File: config.mk
export PLATFORM = sky130hd
export DESIGN_NAME = mfm_track_format_generator
export DESIGN_NICKNAME = d
export VERILOG_FILES = /design/src/design/mfm_tfg_pkg.sv /design/src/design/mfm_track_format_generator.sv
export SDC_FILE = /design/constraint.sdc
export NUM_CORES = 1
export LEC_CHECK = 0
export ABC_AREA = 1
export BUFFER_PORTS_ARGS = -buffer_cell sky130_fd_sc_hd__buf_4
export CORE_ASPECT_RATIO = 0.6
export CORE_MARGIN = 1
export CORE_UTILIZATION = 61
export CTS_CLUSTER_SIZE = 12
export DETAILED_ROUTE_END_ITERATION = 6
export PLACE_DENSITY = 0.86
export SYNTH_ARGS = -nofsm -noshare
export SYNTH_HDL_FRONTEND = slang
export SYNTH_SLANG_ARGS = --single-unit
export TNS_END_PERCENT = 30
File: constraint.sdc
create_clock -name aclk -period 4.1 [get_ports aclk]
set_input_delay 0.82 -clock aclk [delete_from_list [all_inputs] [get_ports aclk]]
set_output_delay 0.82 -clock aclk [all_outputs]
set_load 0.02 [all_outputs]
File: src/design/mfm_tfg_pkg.sv
// Package with the layout constants, register indexes and CRC step of the MFM track generator.
`default_nettype none

package mfm_tfg_pkg;

    localparam int TRACK_BYTES_DEFAULT = 6400;

    localparam int CFG_INDEX_W = 1;
    localparam int CFG_DATA_W  = 8;
    localparam logic [CFG_INDEX_W-1:0] REG_SECTORS_PER_TRACK = 1'd0;
    localparam logic [CFG_INDEX_W-1:0] REG_GAP2_FILL_BYTE    = 1'd1;

    localparam logic [4:0] SECTORS_RESET = 5'd17;
    localparam logic [7:0] GAP2_RESET    = 8'h4E;
    localparam logic [4:0] SECTORS_MIN   = 5'd15;
    localparam logic [4:0] SECTORS_MAX   = 5'd18;

    localparam int LEAD_NORMAL = 60;
    localparam int TAIL_NORMAL = 38;
    localparam int TAIL_DENSE  = 34;
    localparam logic [8:0] SECTOR_BASE_LEN = 9'd318;
    localparam logic [8:0] SECTOR_MAX_LEN  = 9'd356;

    localparam logic [8:0] P_ID_SYNC    = 9'd12;
    localparam logic [8:0] P_ID_MARK    = 9'd15;
    localparam logic [8:0] P_ID_TRACK   = 9'd16;
    localparam logic [8:0] P_ID_SIDE    = 9'd17;
    localparam logic [8:0] P_ID_SECTOR  = 9'd18;
    localparam logic [8:0] P_ID_SIZE    = 9'd19;
    localparam logic [8:0] P_ID_CRC_HI  = 9'd20;
    localparam logic [8:0] P_ID_CRC_LO  = 9'd21;
    localparam logic [8:0] P_GAP2_END   = 9'd44;
    localparam logic [8:0] P_DAT_SYNC   = 9'd56;
    localparam logic [8:0] P_DAT_MARK   = 9'd59;
    localparam logic [8:0] P_DAT_END    = 9'd316;
    localparam logic [8:0] P_DAT_CRC_LO = 9'd317;

    localparam logic [7:0] BYTE_ZERO     = 8'h00;
    localparam logic [7:0] BYTE_GAP      = 8'h4E;
    localparam logic [7:0] BYTE_SYNC     = 8'hA1;
    localparam logic [7:0] BYTE_ID_MARK  = 8'hFE;
    localparam logic [7:0] BYTE_DAT_MARK = 8'hFB;
    localparam logic [7:0] BYTE_SIZE_256 = 8'h01;

    localparam logic [15:0] CRC_INIT = 16'hFFFF;
    localparam logic [15:0] CRC_POLY = 16'h1021;

    // CRC-16-CCITT over one byte, most significant bit first.
    function automatic logic [15:0] crc_byte(input logic [15:0] crc_in, input logic [7:0] data);
        logic [15:0] crc;
        crc = crc_in ^ {data, 8'h00};
        for (int k = 0; k < 8; k++) begin
            if (crc[15]) begin
                crc = {crc[14:0], 1'b0} ^ CRC_POLY;
            end else begin
                crc = {crc[14:0], 1'b0};
            end
        end
        return crc;
    endfunction

endpackage

`default_nettype wire

File: src/design/mfm_track_format_generator.sv
// Top level of the MFM track format generator with CRC-16-CCITT ID and data fields.
//
//  channel  | direction | ports
//  ---------+-----------+------------------------------------------------------
//  input    | in        | s_valid, s_ready, s_track_number, s_side_number, s_data_byte
//  result   | out       | m_valid, m_ready, m_track_byte, m_took_data, m_end_of_track
//  config   | in        | cfg_wr_en, cfg_index, cfg_wdata
//
// Each input transfer yields one registered result; one per cycle unless the result stalls.
// The track position, sector counters and CRC advance in the same cycle as the transfer,
// and the byte lands in the output register.
// A stalled result holds the output register; a new transfer is taken as soon as the
// downstream side takes the waiting result.
// Reset (synchronous, active low) restores the registers to 17 sectors and 0x4E gap2 fill.
`default_nettype none

module mfm_track_format_generator #(
    parameter int TRACK_BYTES = mfm_tfg_pkg::TRACK_BYTES_DEFAULT
) (
    input  wire logic                                aclk,
    input  wire logic                                aresetn,
    input  wire logic                                cfg_wr_en,
    input  wire logic [mfm_tfg_pkg::CFG_INDEX_W-1:0] cfg_index,
    input  wire logic [mfm_tfg_pkg::CFG_DATA_W-1:0]  cfg_wdata,
    input  wire logic                                s_valid,
    output logic                                     s_ready,
    input  wire logic [7:0]                          s_track_number,
    input  wire logic                                s_side_number,
    input  wire logic [7:0]                          s_data_byte,
    output logic                                     m_valid,
    input  wire logic                                m_ready,
    output logic [7:0]                               m_track_byte,
    output logic                                     m_took_data,
    output logic                                     m_end_of_track
);

    localparam int POS_W = $clog2(TRACK_BYTES);
    localparam logic [POS_W-1:0] LAST_POS = POS_W'(TRACK_BYTES - 1);

    logic [4:0]       sectors_reg;
    logic [7:0]       gap2_fill_reg;
    logic [POS_W-1:0] track_pos_reg;
    logic [POS_W-1:0] track_pos_next;
    logic [4:0]       sector_idx_reg;
    logic [4:0]       sector_idx_next;
    logic [8:0]       sector_pos_reg;
    logic [8:0]       sector_pos_next;
    logic [15:0]      crc_reg;
    logic [15:0]      crc_next;
    logic             m_valid_reg;
    logic [7:0]       track_byte_reg;
    logic [7:0]       track_byte_next;
    logic             took_data_reg;
    logic             took_data_next;
    logic             eot_reg;
    logic             eot_next;
    logic             accept;

    assign s_ready        = !m_valid_reg || m_ready;
    assign accept         = s_valid && s_ready;
    assign m_valid        = m_valid_reg;
    assign m_track_byte   = track_byte_reg;
    assign m_took_data    = took_data_reg;
    assign m_end_of_track = eot_reg;

    always_comb begin
        logic [4:0]       n;
        logic [POS_W-1:0] lead;
        logic [8:0]       slen;
        logic [8:0]       p;
        logic [15:0]      crc_base;
        logic             crc_in;
        n = sectors_reg;
        if (n < mfm_tfg_pkg::SECTORS_MIN) begin
            n = mfm_tfg_pkg::SECTORS_MIN;
        end
        if (n > mfm_tfg_pkg::SECTORS_MAX) begin
            n = mfm_tfg_pkg::SECTORS_MAX;
        end
        lead = (n == mfm_tfg_pkg::SECTORS_MAX) ? '0 : POS_W'(mfm_tfg_pkg::LEAD_NORMAL);
        slen = mfm_tfg_pkg::SECTOR_BASE_LEN + ((n == mfm_tfg_pkg::SECTORS_MAX) ?
               9'(mfm_tfg_pkg::TAIL_DENSE) : 9'(mfm_tfg_pkg::TAIL_NORMAL));
        p = sector_pos_reg;
        crc_base        = crc_reg;
        crc_in          = 1'b0;
        track_byte_next = mfm_tfg_pkg::BYTE_GAP;
        took_data_next  = 1'b0;
        sector_idx_next = sector_idx_reg;
        sector_pos_next = sector_pos_reg;

        if (track_pos_reg >= lead && sector_idx_reg < n) begin
            if (p < mfm_tfg_pkg::P_ID_SYNC) begin
                track_byte_next = mfm_tfg_pkg::BYTE_ZERO;
            end else if (p < mfm_tfg_pkg::P_ID_MARK) begin
                track_byte_next = mfm_tfg_pkg::BYTE_SYNC;
                crc_in = 1'b1;
                if (p == mfm_tfg_pkg::P_ID_SYNC) begin
                    crc_base = mfm_tfg_pkg::CRC_INIT;
                end
            end else if (p == mfm_tfg_pkg::P_ID_MARK) begin
                track_byte_next = mfm_tfg_pkg::BYTE_ID_MARK;
                crc_in = 1'b1;
            end else if (p == mfm_tfg_pkg::P_ID_TRACK) begin
                track_byte_next = s_track_number;
                crc_in = 1'b1;
            end else if (p == mfm_tfg_pkg::P_ID_SIDE) begin
                track_byte_next = {7'd0, s_side_number};
                crc_in = 1'b1;
            end else if (p == mfm_tfg_pkg::P_ID_SECTOR) begin
                track_byte_next = {3'd0, sector_idx_reg} + 8'd1;
                crc_in = 1'b1;
            end else if (p == mfm_tfg_pkg::P_ID_SIZE) begin
                track_byte_next = mfm_tfg_pkg::BYTE_SIZE_256;
                crc_in = 1'b1;
            end else if (p == mfm_tfg_pkg::P_ID_CRC_HI) begin
                track_byte_next = crc_reg[15:8];
            end else if (p == mfm_tfg_pkg::P_ID_CRC_LO) begin
                track_byte_next = crc_reg[7:0];
            end else if (p < mfm_tfg_pkg::P_GAP2_END) begin
                track_byte_next = gap2_fill_reg;
            end else if (p < mfm_tfg_pkg::P_DAT_SYNC) begin
                track_byte_next = mfm_tfg_pkg::BYTE_ZERO;
            end else if (p < mfm_tfg_pkg::P_DAT_MARK) begin
                track_byte_next = mfm_tfg_pkg::BYTE_SYNC;
                crc_in = 1'b1;
                if (p == mfm_tfg_pkg::P_DAT_SYNC) begin
                    crc_base = mfm_tfg_pkg::CRC_INIT;
                end
            end else if (p == mfm_tfg_pkg::P_DAT_MARK) begin
                track_byte_next = mfm_tfg_pkg::BYTE_DAT_MARK;
                crc_in = 1'b1;
            end else if (p < mfm_tfg_pkg::P_DAT_END) begin
                track_byte_next = s_data_byte;
                took_data_next  = 1'b1;
                crc_in = 1'b1;
            end else if (p == mfm_tfg_pkg::P_DAT_END) begin
                track_byte_next = crc_reg[15:8];
            end else if (p == mfm_tfg_pkg::P_DAT_CRC_LO) begin
                track_byte_next = crc_reg[7:0];
            end else begin
                track_byte_next = mfm_tfg_pkg::BYTE_GAP;
            end

            if (p + 9'd1 >= slen) begin
                sector_pos_next = '0;
                sector_idx_next = sector_idx_reg + 5'd1;
            end else begin
                sector_pos_next = p + 9'd1;
            end
        end

        crc_next = crc_in ? mfm_tfg_pkg::crc_byte(crc_base, track_byte_next) : crc_base;

        eot_next = (track_pos_reg >= LAST_POS);
        if (eot_next) begin
            track_pos_next  = '0;
            sector_idx_next = '0;
            sector_pos_next = '0;
            crc_next        = mfm_tfg_pkg::CRC_INIT;
        end else begin
            track_pos_next = track_pos_reg + POS_W'(1);
        end
    end

    always_ff @(posedge aclk) begin
        if (!aresetn) begin
            sectors_reg    <= mfm_tfg_pkg::SECTORS_RESET;
            gap2_fill_reg  <= mfm_tfg_pkg::GAP2_RESET;
            track_pos_reg  <= '0;
            sector_idx_reg <= '0;
            sector_pos_reg <= '0;
            crc_reg        <= mfm_tfg_pkg::CRC_INIT;
            m_valid_reg    <= 1'b0;
        end else begin
            if (cfg_wr_en) begin
                case (cfg_index)
                    mfm_tfg_pkg::REG_SECTORS_PER_TRACK: sectors_reg <= cfg_wdata[4:0];
                    mfm_tfg_pkg::REG_GAP2_FILL_BYTE:    gap2_fill_reg <= cfg_wdata;
                    default: ;
                endcase
            end
            if (accept) begin
                track_pos_reg  <= track_pos_next;
                sector_idx_reg <= sector_idx_next;
                sector_pos_reg <= sector_pos_next;
                crc_reg        <= crc_next;
                m_valid_reg    <= 1'b1;
            end else if (m_ready) begin
                m_valid_reg <= 1'b0;
            end
        end
    end

    always_ff @(posedge aclk) begin
        if (accept) begin
            track_byte_reg <= track_byte_next;
            took_data_reg  <= took_data_next;
            eot_reg        <= eot_next;
        end
    end

    // The last byte of a track rewinds every counter and the CRC.
    a_track_wrap: assert property (@(posedge aclk) disable iff (!aresetn)
        (accept && track_pos_reg == LAST_POS) |=>
        (track_pos_reg == '0 && sector_idx_reg == '0 && sector_pos_reg == '0 &&
         crc_reg == mfm_tfg_pkg::CRC_INIT && eot_reg))
        else $error("track wrap did not rewind the state");

    a_sector_pos_range: assert property (@(posedge aclk) disable iff (!aresetn)
        sector_pos_reg < mfm_tfg_pkg::SECTOR_MAX_LEN)
        else $error("position in sector beyond the longest sector");

    a_sector_idx_range: assert property (@(posedge aclk) disable iff (!aresetn)
        sector_idx_reg <= mfm_tfg_pkg::SECTORS_MAX)
        else $error("sector index beyond the largest sector count");

    a_payload_flag: assert property (@(posedge aclk) disable iff (!aresetn)
        accept |=> (m_took_data == ($past(sector_pos_reg) > mfm_tfg_pkg::P_DAT_MARK &&
                    $past(sector_pos_reg) < mfm_tfg_pkg::P_DAT_END) || !m_took_data))
        else $error("payload flag outside the data field");

endmodule

`default_nettype wire
======== Yosys cells after proc, flatten, opt, wreduce, memory -nomap -nowiden ========
Index checks and enable logic that the tools add are counted.
W data, S select, Z words.
storage, ports and cells
  register bits after elaboration ......... 67
  input bits .............................. 31
  output and inout bits ................... 12
  logic and storage cells ................. 133
cells by class
  bitwise logic cells ..................... 11
  $add $sub $neg .......................... 5
  magnitude comparators ................... 12
  multiplexer cells ....................... 70
  reduce and logical (&&, ||, !) cells .... 12
  equality and inequality tests ........... 13
operators by type and width
  kind                     number
  $mux W16                 17
  $mux W8                  17
  $mux W13                 9
  $eq A9 B5 Y1 const B     6
  $lt A9 B6 Y1 const B     3
  $mux W9                  3
  $mux W5                  5
  $not A3 Y3               8
  $eq A9 B4 Y1 const B     2
  $eq A9 B6 Y1 const B     2
  $eq A9 B9 Y1 const B     2
  $lt A9 B4 Y1 const B     2
  $mux W1                  17
  $xor A16 B16 Y16         1
  $reduce_or A14 Y1        1
  $add A13 B1 Y13 const B  1
  $ge A13 B13 Y1 const B   1
  $ge A13 B6 Y1            1
  $add A9 B1 Y9 const B    1
  $add A9 B6 Y9 const A    1
  $ge A9 B9 Y1             1
  $lt A9 B9 Y1 const B     1
  $add A5 B1 Y6 const B    1
  $mux W6                  1
  13 further kinds         19

======== Longest topological paths before layout ========
Gate-level depths: netlist of the first run.
  word-level depth ........................ 37
  depth in mapped cells ................... 27

======== Worst setup path before layout of the first run ========
OpenSTA, ideal clock, no wires.
  kind .................................... register to register
  from .................................... register sectors_reg[4]
  to ...................................... register crc_reg[6]
  stages on the path, launching flop included .. 26
  data required time ...................... 3.988 ns
  arrival time ............................ 2.782 ns
  slack ................................... 1.205 ns
  buffers on the path ..................... 1
  path through ............................ dfxtp_1 inv_1 a31oi_1 inv_1 ha_1 nand2_1 nand2_1 a21o_1 a21oi_1 o21ai_0 nand2_1 a21oi_2 nand2_2 buf_6 nand2_1 inv_1 nand3_1 nand2_2 inv_2 nand2_2 nand2_2 nand2_1 nand3_1 nand2_1 nand2_1 nand2_1
on the way
  cells in the longest elaborated chain, start to end .. 20
ends and longest elaborated chain
  item                                 RTL line                           source
  from (decl)                          mfm_track_format_generator.sv:40   logic [4:0] sectors_reg;
  from (signal assigned)               mfm_track_format_generator.sv:167  sectors_reg <= mfm_tfg_pkg::SECTORS_RESET;
  from (signal assigned)               mfm_track_format_generator.sv:177  mfm_tfg_pkg::REG_SECTORS_PER_TRACK: sectors_reg <= cfg_wdata[4:0];
  $lt A5 B4 Y1                         mfm_track_format_generator.sv:74   if (n < mfm_tfg_pkg::SECTORS_MIN) begin
  $mux W5 (*)                          mfm_track_format_generator.sv:74
  $gt A5 B5 Y1                         mfm_track_format_generator.sv:77   if (n > mfm_tfg_pkg::SECTORS_MAX) begin
  $mux W5 (*)                          mfm_track_format_generator.sv:77
  $eq A5 B5 Y1                         mfm_track_format_generator.sv:80   lead = (n == mfm_tfg_pkg::SECTORS_MAX) ? '0 : POS_W'(mfm_tfg_pkg::LEAD_NORMAL);
  $mux W6                              mfm_track_format_generator.sv:80
  $ge A13 B6 Y1                        mfm_track_format_generator.sv:91   if (track_pos_reg >= lead && sector_idx_reg < n) begin
  $logic_and A1 B1 Y1 (*)              mfm_track_format_generator.sv:91
  $mux W16 or $mux W8 (tied branches)  mfm_track_format_generator.sv:91
  $xor A16 B16 Y16                     mfm_tfg_pkg.sv:51                  crc = crc_in ^ {data, 8'h00};
  $mux W13 (5 in a row)                mfm_tfg_pkg.sv:53                  if (crc[15]) begin
  $not A3 Y3 (no source line)          --
  $mux W13 (2 in a row)                mfm_tfg_pkg.sv:53
  $mux W16 (*)                         mfm_track_format_generator.sv:152  crc_next = crc_in ? mfm_tfg_pkg::crc_byte(crc_base, track_byte_next) : crc_base;
  $mux W16 (*)                         mfm_track_format_generator.sv:155  if (eot_next) begin
  to (signal assigned)                 mfm_track_format_generator.sv:172  crc_reg <= mfm_tfg_pkg::CRC_INIT;
  to (signal assigned)                 mfm_track_format_generator.sv:186  crc_reg <= crc_next;
  to (decl)                            mfm_track_format_generator.sv:48   logic [15:0] crc_reg;
Mark *: on every way between the ends. The rest lies on a longest branch, timed or not.
A chain may end at the register's enable or synchronous reset.

======== Worst setup path after layout of the first run ========
  from .................................... register sectors_reg[4]
  to ...................................... register crc_reg[12]
on the way
  cells in the longest elaborated chain, start to end .. 22
ends and longest elaborated chain
  item                         RTL line
  $lt A5 B4 Y1                 mfm_track_format_generator.sv:74
  $mux W5 (*)                  mfm_track_format_generator.sv:74
  $gt A5 B5 Y1                 mfm_track_format_generator.sv:77
  $mux W5 (*)                  mfm_track_format_generator.sv:77
  $eq A5 B5 Y1                 mfm_track_format_generator.sv:80
  $mux W6                      mfm_track_format_generator.sv:80
  $ge A13 B6 Y1                mfm_track_format_generator.sv:91
  $logic_and A1 B1 Y1 (*)      mfm_track_format_generator.sv:91
  $mux W16                     mfm_track_format_generator.sv:91
  $xor A16 B16 Y16             mfm_tfg_pkg.sv:51
  $not A3 Y3 (no source line)  --
  $mux W13 (7 in a row)        mfm_tfg_pkg.sv:53
  $not A3 Y3 (no source line)  --
  $mux W13                     mfm_tfg_pkg.sv:53
  $mux W16 (*)                 mfm_track_format_generator.sv:152
  $mux W16 (*)                 mfm_track_format_generator.sv:155
Marked as above.

==> results.cfg, run 1 <==
[worst_hold_path]
hold_path_class = reg2reg
timing.hold.worst_path_depth = 2
hold_path_origin = track_pos_reg[9]$_SDFFE_PN0P_
worst_hold_path.endpoint = track_pos_reg[9]$_SDFFE_PN0P_

[yosys]
synthesis.area_per_instance_um2 = 6.19
async_flop_share_pct = 0
post-synth-top-area-fraction_pct = 22.7
synth_most_common_cell = sky130_fd_sc_hd__nand2_1
post_synth_main_area_contributors = sky130_fd_sc_hd__dfxtp_1, sky130_fd_sc_hd__nand2_1, sky130_fd_sc_hd__inv_1, sky130_fd_sc_hd__nand3_1, sky130_fd_sc_hd__edfxtp_1
syn_nets = 859
synth_edf_count = 10
ys.warnings.count = 0
synth.yosys.seq_area_share_pct = 28.7
ys_types = 41
synthDominantAreaCellType = sky130_fd_sc_hd__dfxtp_1
synth-seq-cells = 67
netlist_area_um2 = 5020
synth_common_cells = sky130_fd_sc_hd__nand2_1, sky130_fd_sc_hd__inv_1, sky130_fd_sc_hd__nor2_1
syn-instance-count = 812
synthFlopType = sky130_fd_sc_hd__dfxtp_1

[clock_network]
clock_path_buffers = 2
post_cts_sizing = 0
cts_inserted_buffers = 9
maximum_level_of_the_cts_h_tree = 3
post-cts-setup-buffers = 0
cts.reportedPaths.clkPinSlew_ns = 0.06
tritoncts = built
worst_skew_pair.late_latency_ns = 0.35
cts-root-buf = sky130_fd_sc_hd__clkbuf_16
clock_sinks = 67
holdBufCountCts = 0

[final_layout]
final_nets = 900
flow.area_growth_from_synthesis_pct = 13.5
antenna-diode-count = 0
post_route_cells_drive_above_1_share_pct = 14.2
largest_register_ff_count = 16
utilization_pct = 72.1

[place]
place_hpwl_mm = 12.1
number_of_buffer_cells_added_on_primary_ports = 42
routability_congestion = 0.995

[power]
power_leakage_uw = 0.00280
totalPowerFinal_uw = 1810
max-vdd-ir-drop_uv = 336
powerDensity_nw_per_um2 = 317

[route]
drc = 0
ant_nets = 0
dr.pass1.iters = 5
drt-vias-per-instance = 5.84
drtIter0Drc = 745
via_count = 5641
finalWirelength_mm = 16.0
drt-wirelength-per-cell_um = 16.6

[floorplanning]
num_io_pins = 43
die_h_um = 72.3
die_area_um2 = 8610
floorplan.core_area_um2 = 7910
rows = 25
die_w_um = 119
start_util_pct = 63.5

[sta]
timing.setup.tns_ns = 0
post-route-min-period_ns = 3.70
timing.final.setup_violations = 0
fin_worst_skew_ns = 0.0138
worstMarginPinSlew_ns = 0.992
final_min_period_over_clock_period_pct = 90.3
number_of_pins_exceeding_their_max_slew_limit_in_the_final_report = 0
max_clock_freq_mhz = 270
rsz0062_at_grt = no
timing.slew.headroom_pct = 33.5
finalHoldViolCount = 0

[worst_setup_path]
cp_data_arrival_time_ns = 3.94
critPathLaunchType = register
worst-path-max-fanout = 12
rr_startpoint = sectors_reg[4]$_SDFFE_PN1P_
criticalPathCategory = reg2reg
worst_ep_required_time_ns = 4.33
ff2ff_setup_slack_ns = 0.40
r2r_cells = 23
critPathCaptureType = register
worst_r2r_endpoint = crc_reg[12]$_SDFFE_PN1P_
crit_start = sectors_reg[4]$_SDFFE_PN1P_

[job]
max_cap_viol_count = 0

[global_routing]
globalRouteTotalUtil_pct = 38.4
grt_remaining_overflow = 0
grt_pass1_wl_mm = 25.0
grt_start_max_net_pins = 29
grt_pass1_vias = 4841
antenna_violations_before_repair = 0

[status]
outcome = finished clean
-- cells in the final DEF, fill, tap and decap left out, drive strengths merged --
cell    Yosys  routed
a21oi      55      55
nand3      66      66
o21ai      51      51
o21a        1       1
o22ai       1       1
nor2       76      76
clkbuf      8       9
and3        1       1
bufinv      0       1
clkinv      4       6
a21o        1       1
xnor2       2       2
xor2        9       9
edfxtp     10      10
ha         16      16
dfxtp      57      57
nand4      12      12
a211oi     11      11
a31oi       3       3
buf         8      46
or2         1       1
o211ai      5       5
inv       127     131
nand3b      1       1
nor4        1       1
nand2     275     275
nor3       10      10
-- cells by family after synthesis --
kind of cell	after synthesis	share of synthesized area (%)
AO/OA/AOI/OAI	128	14.2
XOR/XNOR	11	1.92
adder cells (fa/ha/maj)	16	3.99
buffers and inverters	147	11.8
flip-flops	67	28.7
AND/OR/NAND/NOR	443	39.4
-- final cells by class --
cell class,instances,area [µm²]
clock buffers,9,225
clock inverters,7,73.8
fillers,723,2210
inverters,131,494
multi-input cells,598,2990
flip-flops and latches,67,1440
well taps,108,135
repair buffers,46,345
-- layer usage --
layer | wire (µm) | up-vias | share of wire (%) | track usage, %
met1 | 7140 | 2559 | 45 | 55.0
met2 | 6210 | 376 | 39 | 53.0
met5 | 0 | - | 0 | 0
met4 | 329 | 0 | 2.1 | 12.0
met3 | 2350 | 35 | 15 | 14.0
li1 | - | 2671 | - | -
-- per-stage QoR --
| stage | cell area [µm²] | setup WS (ns) | cells | hold slack (ns) |
|---|---|---|---|---|
| after global placement | 5400 | 0.729 | 950 | 0.460 |
| after floorplan | 5020 | 1.21 | 812 | 0.440 |
| after detailed placement | 5400 | 0.531 | 950 | 0.471 |
| after global routing | 5700 | 0.0190 | 966 | 0.516 |
| after CTS | 5700 | 0.488 | 966 | 0.480 |
| final | 5700 | 0.397 | 966 | 0.483 |
-- how the worst max path moves through the flow --
stage / endpoint / slack (ns) / cells after the start
after floorplan: crc_reg[6]$_SDFFE_PN1P_ / 1.21 / 25
after global placement: crc_reg[6]$_SDFFE_PN1P_ / 0.73 / 22
after detailed placement: crc_reg[5]$_SDFFE_PN1P_ / 0.53 / 22
after CTS: crc_reg[12]$_SDFFE_PN1P_ / 0.49 / 22
after global routing: crc_reg[12]$_SDFFE_PN1P_ / 0.02 / 23
final: crc_reg[12]$_SDFFE_PN1P_ / 0.40 / 23
-- critical path, cell delays in order (launching register included) --
cell and delay (ns):
sky130_fd_sc_hd__dfxtp_1 0.42, sky130_fd_sc_hd__inv_1 0.12, sky130_fd_sc_hd__a31oi_1 0.36, sky130_fd_sc_hd__inv_1 0.15
sky130_fd_sc_hd__ha_1 0.31, sky130_fd_sc_hd__nand2_1 0.05, sky130_fd_sc_hd__nand2_1 0.05, sky130_fd_sc_hd__a21o_1 0.10
sky130_fd_sc_hd__a21oi_1 0.05, sky130_fd_sc_hd__o21ai_0 0.15, sky130_fd_sc_hd__nand2_1 0.19, sky130_fd_sc_hd__a21oi_2 0.38
sky130_fd_sc_hd__nand2_2 0.26, sky130_fd_sc_hd__nand2_1 0.16, sky130_fd_sc_hd__inv_1 0.08, sky130_fd_sc_hd__nand2_2 0.08
sky130_fd_sc_hd__nand2_2 0.07, sky130_fd_sc_hd__nand2_1 0.06, sky130_fd_sc_hd__nand2_1 0.10, sky130_fd_sc_hd__nand3b_1 0.19
sky130_fd_sc_hd__nand3_1 0.09, sky130_fd_sc_hd__nand2_1 0.05, sky130_fd_sc_hd__nand2_1 0.06, sky130_fd_sc_hd__nand2_1 0.07
-- power breakdown --
part           switching, µW  internal [µW]  total, µW
sequential              20.9            692        713
clock                    325            476        800
combinational            193           99.7        293
total                    539           1270       1810
Note: power is estimated with default switching activity, not from simulation.
==> run 2: changes to the inputs <==
--- a/config.mk
+++ b/config.mk
@@ -5,14 +5,13 @@
 export SDC_FILE = /design/constraint.sdc
 export NUM_CORES = 1
 export LEC_CHECK = 0
-export ABC_AREA = 1
 export BUFFER_PORTS_ARGS = -buffer_cell sky130_fd_sc_hd__buf_4
 export CORE_ASPECT_RATIO = 0.6
 export CORE_MARGIN = 1
-export CORE_UTILIZATION = 61
+export CORE_UTILIZATION = 60
 export CTS_CLUSTER_SIZE = 12
 export DETAILED_ROUTE_END_ITERATION = 6
-export PLACE_DENSITY = 0.86
+export PLACE_DENSITY = 0.85
 export SYNTH_ARGS = -nofsm -noshare
 export SYNTH_HDL_FRONTEND = slang
 export SYNTH_SLANG_ARGS = --single-unit
==> run 2 against run 1 <==
Via count fell by 16%. Synthesized area fell by 6.5%. Hold slack improved by 0.016 ns. Clock power rose by 5.2%. Largest cell class unchanged. Critical path depth fell by 8. Register-to-register slack got worse by 0.095 ns. Synthesized cell count fell by 28%. Clock skew fell by 0.0041 ns.
==> results.cfg, run 2 <==
[final_layout]
layout_commonest_cell = sky130_fd_sc_hd__nor2_1
most-common-layout-cells = sky130_fd_sc_hd__nor2_1, sky130_fd_sc_hd__nand2_1, sky130_fd_sc_hd__dfxtp_1
utilization_pct = 72.6
post_route_cells_drive_above_1_share_pct = 14.5
antenna-diode-count = 0
final-seq-area_um2 = 1440
flow.area_growth_from_synthesis_pct = 14.6
total_area_of_multi_input_combinational_cells_um2 = 3030
nFillCells = 563
final_nets = 662
largest_register_ff_count = 16

[worst_setup_path]
critPathLaunchType = register
cp_slowest_stage_delay_ns = 0.40
cp_data_arrival_time_ns = 4.01
worst-path-max-fanout = 16
worst_r2r_endpoint = crc_reg[11]$_SDFFE_PN1P_
path_buf_inv = 3
timing.critical_path.max_delay_family = simple AND/OR/NAND/NOR gates
rr_startpoint = sectors_reg[1]$_SDFFE_PN0P_
critPathCaptureType = register
r2r_cells = 15
critical-path-top-cell-by-count = sky130_fd_sc_hd__buf_4
critPathSlowestCell = sky130_fd_sc_hd__o311ai_0
worstPathCellList = nor3_1, nand2b_1, inv_1, ha_1, and3_1, o311ai_0, a311oi_2, buf_4, nor3b_4, buf_4, nor2_1, xnor2_2, mux2_1, o32ai_1, nand2_1
worst_ep_required_time_ns = 4.32
criticalPathCategory = reg2reg
ff2ff_setup_slack_ns = 0.30

[route]
via_count = 4726
drtIter0Drc = 573
ant_nets = 0
drc = 0
wl_met3_mm = 1.82
drt-wirelength-per-cell_um = 19.5
finalWirelength_mm = 14.1
m1WireLength_mm = 6.20
routed-wl-met2_mm = 5.77
dr.max_layer_used = met4
drt-vias-per-instance = 6.53
dr.pass1.iters = 6

[clock_network]
clock_sinks = 67
tritoncts = built
clock_path_buffers = 2
cts.reportedPaths.clkPinSlew_ns = 0.06
holdBufCountCts = 0
post_cts_sizing = 0
maximum_level_of_the_cts_h_tree = 3
cts-root-buf = sky130_fd_sc_hd__clkbuf_16
post-cts-setup-buffers = 0
worst_skew_pair.late_latency_ns = 0.34
cts_inserted_buffers = 9

[yosys]
synth_most_common_cell = sky130_fd_sc_hd__nor2_1
post-synth-top-area-fraction_pct = 24.3
largest_family_of_logic_cells_by_synthesized_area = simple AND/OR/NAND/NOR gates
ys_types = 77
synthesis.area_per_instance_um2 = 8.03
synth-seq-cells = 67
synth_simple_gate_area_share_pct = 28.1
synth_edf_count = 10
compound_cell_area_share_of_the_yosys_netlist_pct = 21.0
netlist_area_um2 = 4700
post_synth_main_area_contributors = sky130_fd_sc_hd__dfxtp_1, sky130_fd_sc_hd__edfxtp_1, sky130_fd_sc_hd__nor2_1, sky130_fd_sc_hd__xnor2_1, sky130_fd_sc_hd__nand2_1
syn-instance-count = 585
synth_common_cells = sky130_fd_sc_hd__nor2_1, sky130_fd_sc_hd__dfxtp_1, sky130_fd_sc_hd__nand2_1
synth-adder-area-share_pct = 4.26
multiplexer_area_fraction_after_synthesis_pct = 1.09
synthDominantAreaCellType = sky130_fd_sc_hd__dfxtp_1
synthFlopType = sky130_fd_sc_hd__dfxtp_1
synth.yosys.seq_area_share_pct = 30.7
synth_xor_area_share_pct = 10.2
ys.warnings.count = 0
syn_nets = 632
async_flop_share_pct = 0

[global_routing]
grt_pass1_wl_mm = 22.8
globalRouteTotalUtil_pct = 36.6
antenna_violations_before_repair = 0
grt_start_max_net_pins = 24
grt_pass1_vias = 4316
grt_remaining_overflow = 0

[power]
powerDensity_nw_per_um2 = 305
max-vdd-ir-drop_uv = 282
power_leakage_uw = 0.00212
totalPowerFinal_uw = 1640

[sta]
final_critical_path_setup_slack_ns = 0.302
finalHoldViolCount = 0
timing.slew.headroom_pct = 40.7
rsz0062_at_grt = no
number_of_pins_exceeding_their_max_slew_limit_in_the_final_report = 0
worstMarginPinSlew_ns = 0.889
timing.setup.tns_ns = 0
fin_worst_skew_ns = 0.00967
post-route-min-period_ns = 3.80
max_clock_freq_mhz = 263
final_min_period_over_clock_period_pct = 92.6
timing.final.setup_violations = 0

[floorplanning]
die_area_um2 = 8200
floorplan.core_area_um2 = 7420
rows = 24
die_w_um = 116
die_h_um = 70.5
start_util_pct = 63.3
num_io_pins = 43

[place]
pre_cts_ws_ns = 0.318
number_of_buffer_cells_added_on_primary_ports = 42
place_hpwl_mm = 10.5
routability_congestion = 1.05

[worst_hold_path]
hold_path_origin = gap2_fill_reg[0]$_SDFFE_PN0P_
worst_hold_path.endpoint = gap2_fill_reg[0]$_SDFFE_PN0P_
timing.hold.worst_path_depth = 2
hold_path_class = reg2reg

[status]
outcome = finished clean

[job]
max_cap_viol_count = 0
-- run 2: final cells by class --
class | count | share of cell area (%)
inverters | 15 | 1.05
clock buffers | 9 | 4.18
flip-flops and latches | 67 | 26.8
clock inverters | 7 | 1.84
well taps | 104 | 2.42
multi-input cells | 469 | 56.4
repair buffers | 53 | 7.39
-- run 2: kinds of logic (layout without fill, tap and decap cells) --
kind of cell / count (synthesis) / in the layout
XOR/XNOR: 52 / 52
AND/OR/NAND/NOR: 255 / 255
adder cells (fa/ha/maj): 16 / 16
multiplexers: 5 / 5
flip-flops: 67 / 67
buffers and inverters: 49 / 84
AO/OA/AOI/OAI: 141 / 141
-- run 2: per-layer routing --
metal | up-vias | GRT usage [%]
met5 | - | 0
li1 | 2161 | -
met4 | 0 | 11.5
met3 | 41 | 11.0
met2 | 345 | 52.8
met1 | 2179 | 52.1
-- run 2: stage by stage --
step	cells	hold WS, ns	cell area [µm²]
floorplan	585	0.435	4700
global placement	707	0.473	5050
detailed placement	707	0.493	5050
CTS	723	0.501	5380
global route	724	0.519	5380
finish	724	0.499	5380
-- run 2: worst max path at each step --
stage	from	endpoint	slack (ns)	depth (start not counted)
6_report	sectors_reg[1]$_SDFFE_PN0P_	crc_reg[11]$_SDFFE_PN1P_	0.30	15
5_1_grt	sectors_reg[3]$_SDFFE_PN0P_	crc_reg[11]$_SDFFE_PN1P_	0.07	15
4_1_cts	sectors_reg[1]$_SDFFE_PN0P_	crc_reg[11]$_SDFFE_PN1P_	0.22	14
3_5_place_dp	sectors_reg[1]$_SDFFE_PN0P_	crc_reg[11]$_SDFFE_PN1P_	0.32	14
3_3_place_gp	sectors_reg[3]$_SDFFE_PN0P_	crc_reg[11]$_SDFFE_PN1P_	0.56	14
2_1_floorplan	sectors_reg[3]$_SDFFE_PN0P_	crc_reg[11]$_SDFFE_PN1P_	0.90	14
-- run 2: where the power goes --
| group | switching, µW | leakage (µW) | internal [µW] |
|---|---|---|---|
| Clock | 306 | 0.000156 | 536 |
| Combinational | 61.9 | 0.00141 | 51.4 |
| Sequential | 9.71 | 0.000550 | 679 |
-- run 2: tightest hold or removal path: stages (launching register included) --
cell and delay (ns):
sky130_fd_sc_hd__dfxtp_1 0.33, sky130_fd_sc_hd__nand2_1 0.06, sky130_fd_sc_hd__a21boi_0 0.06
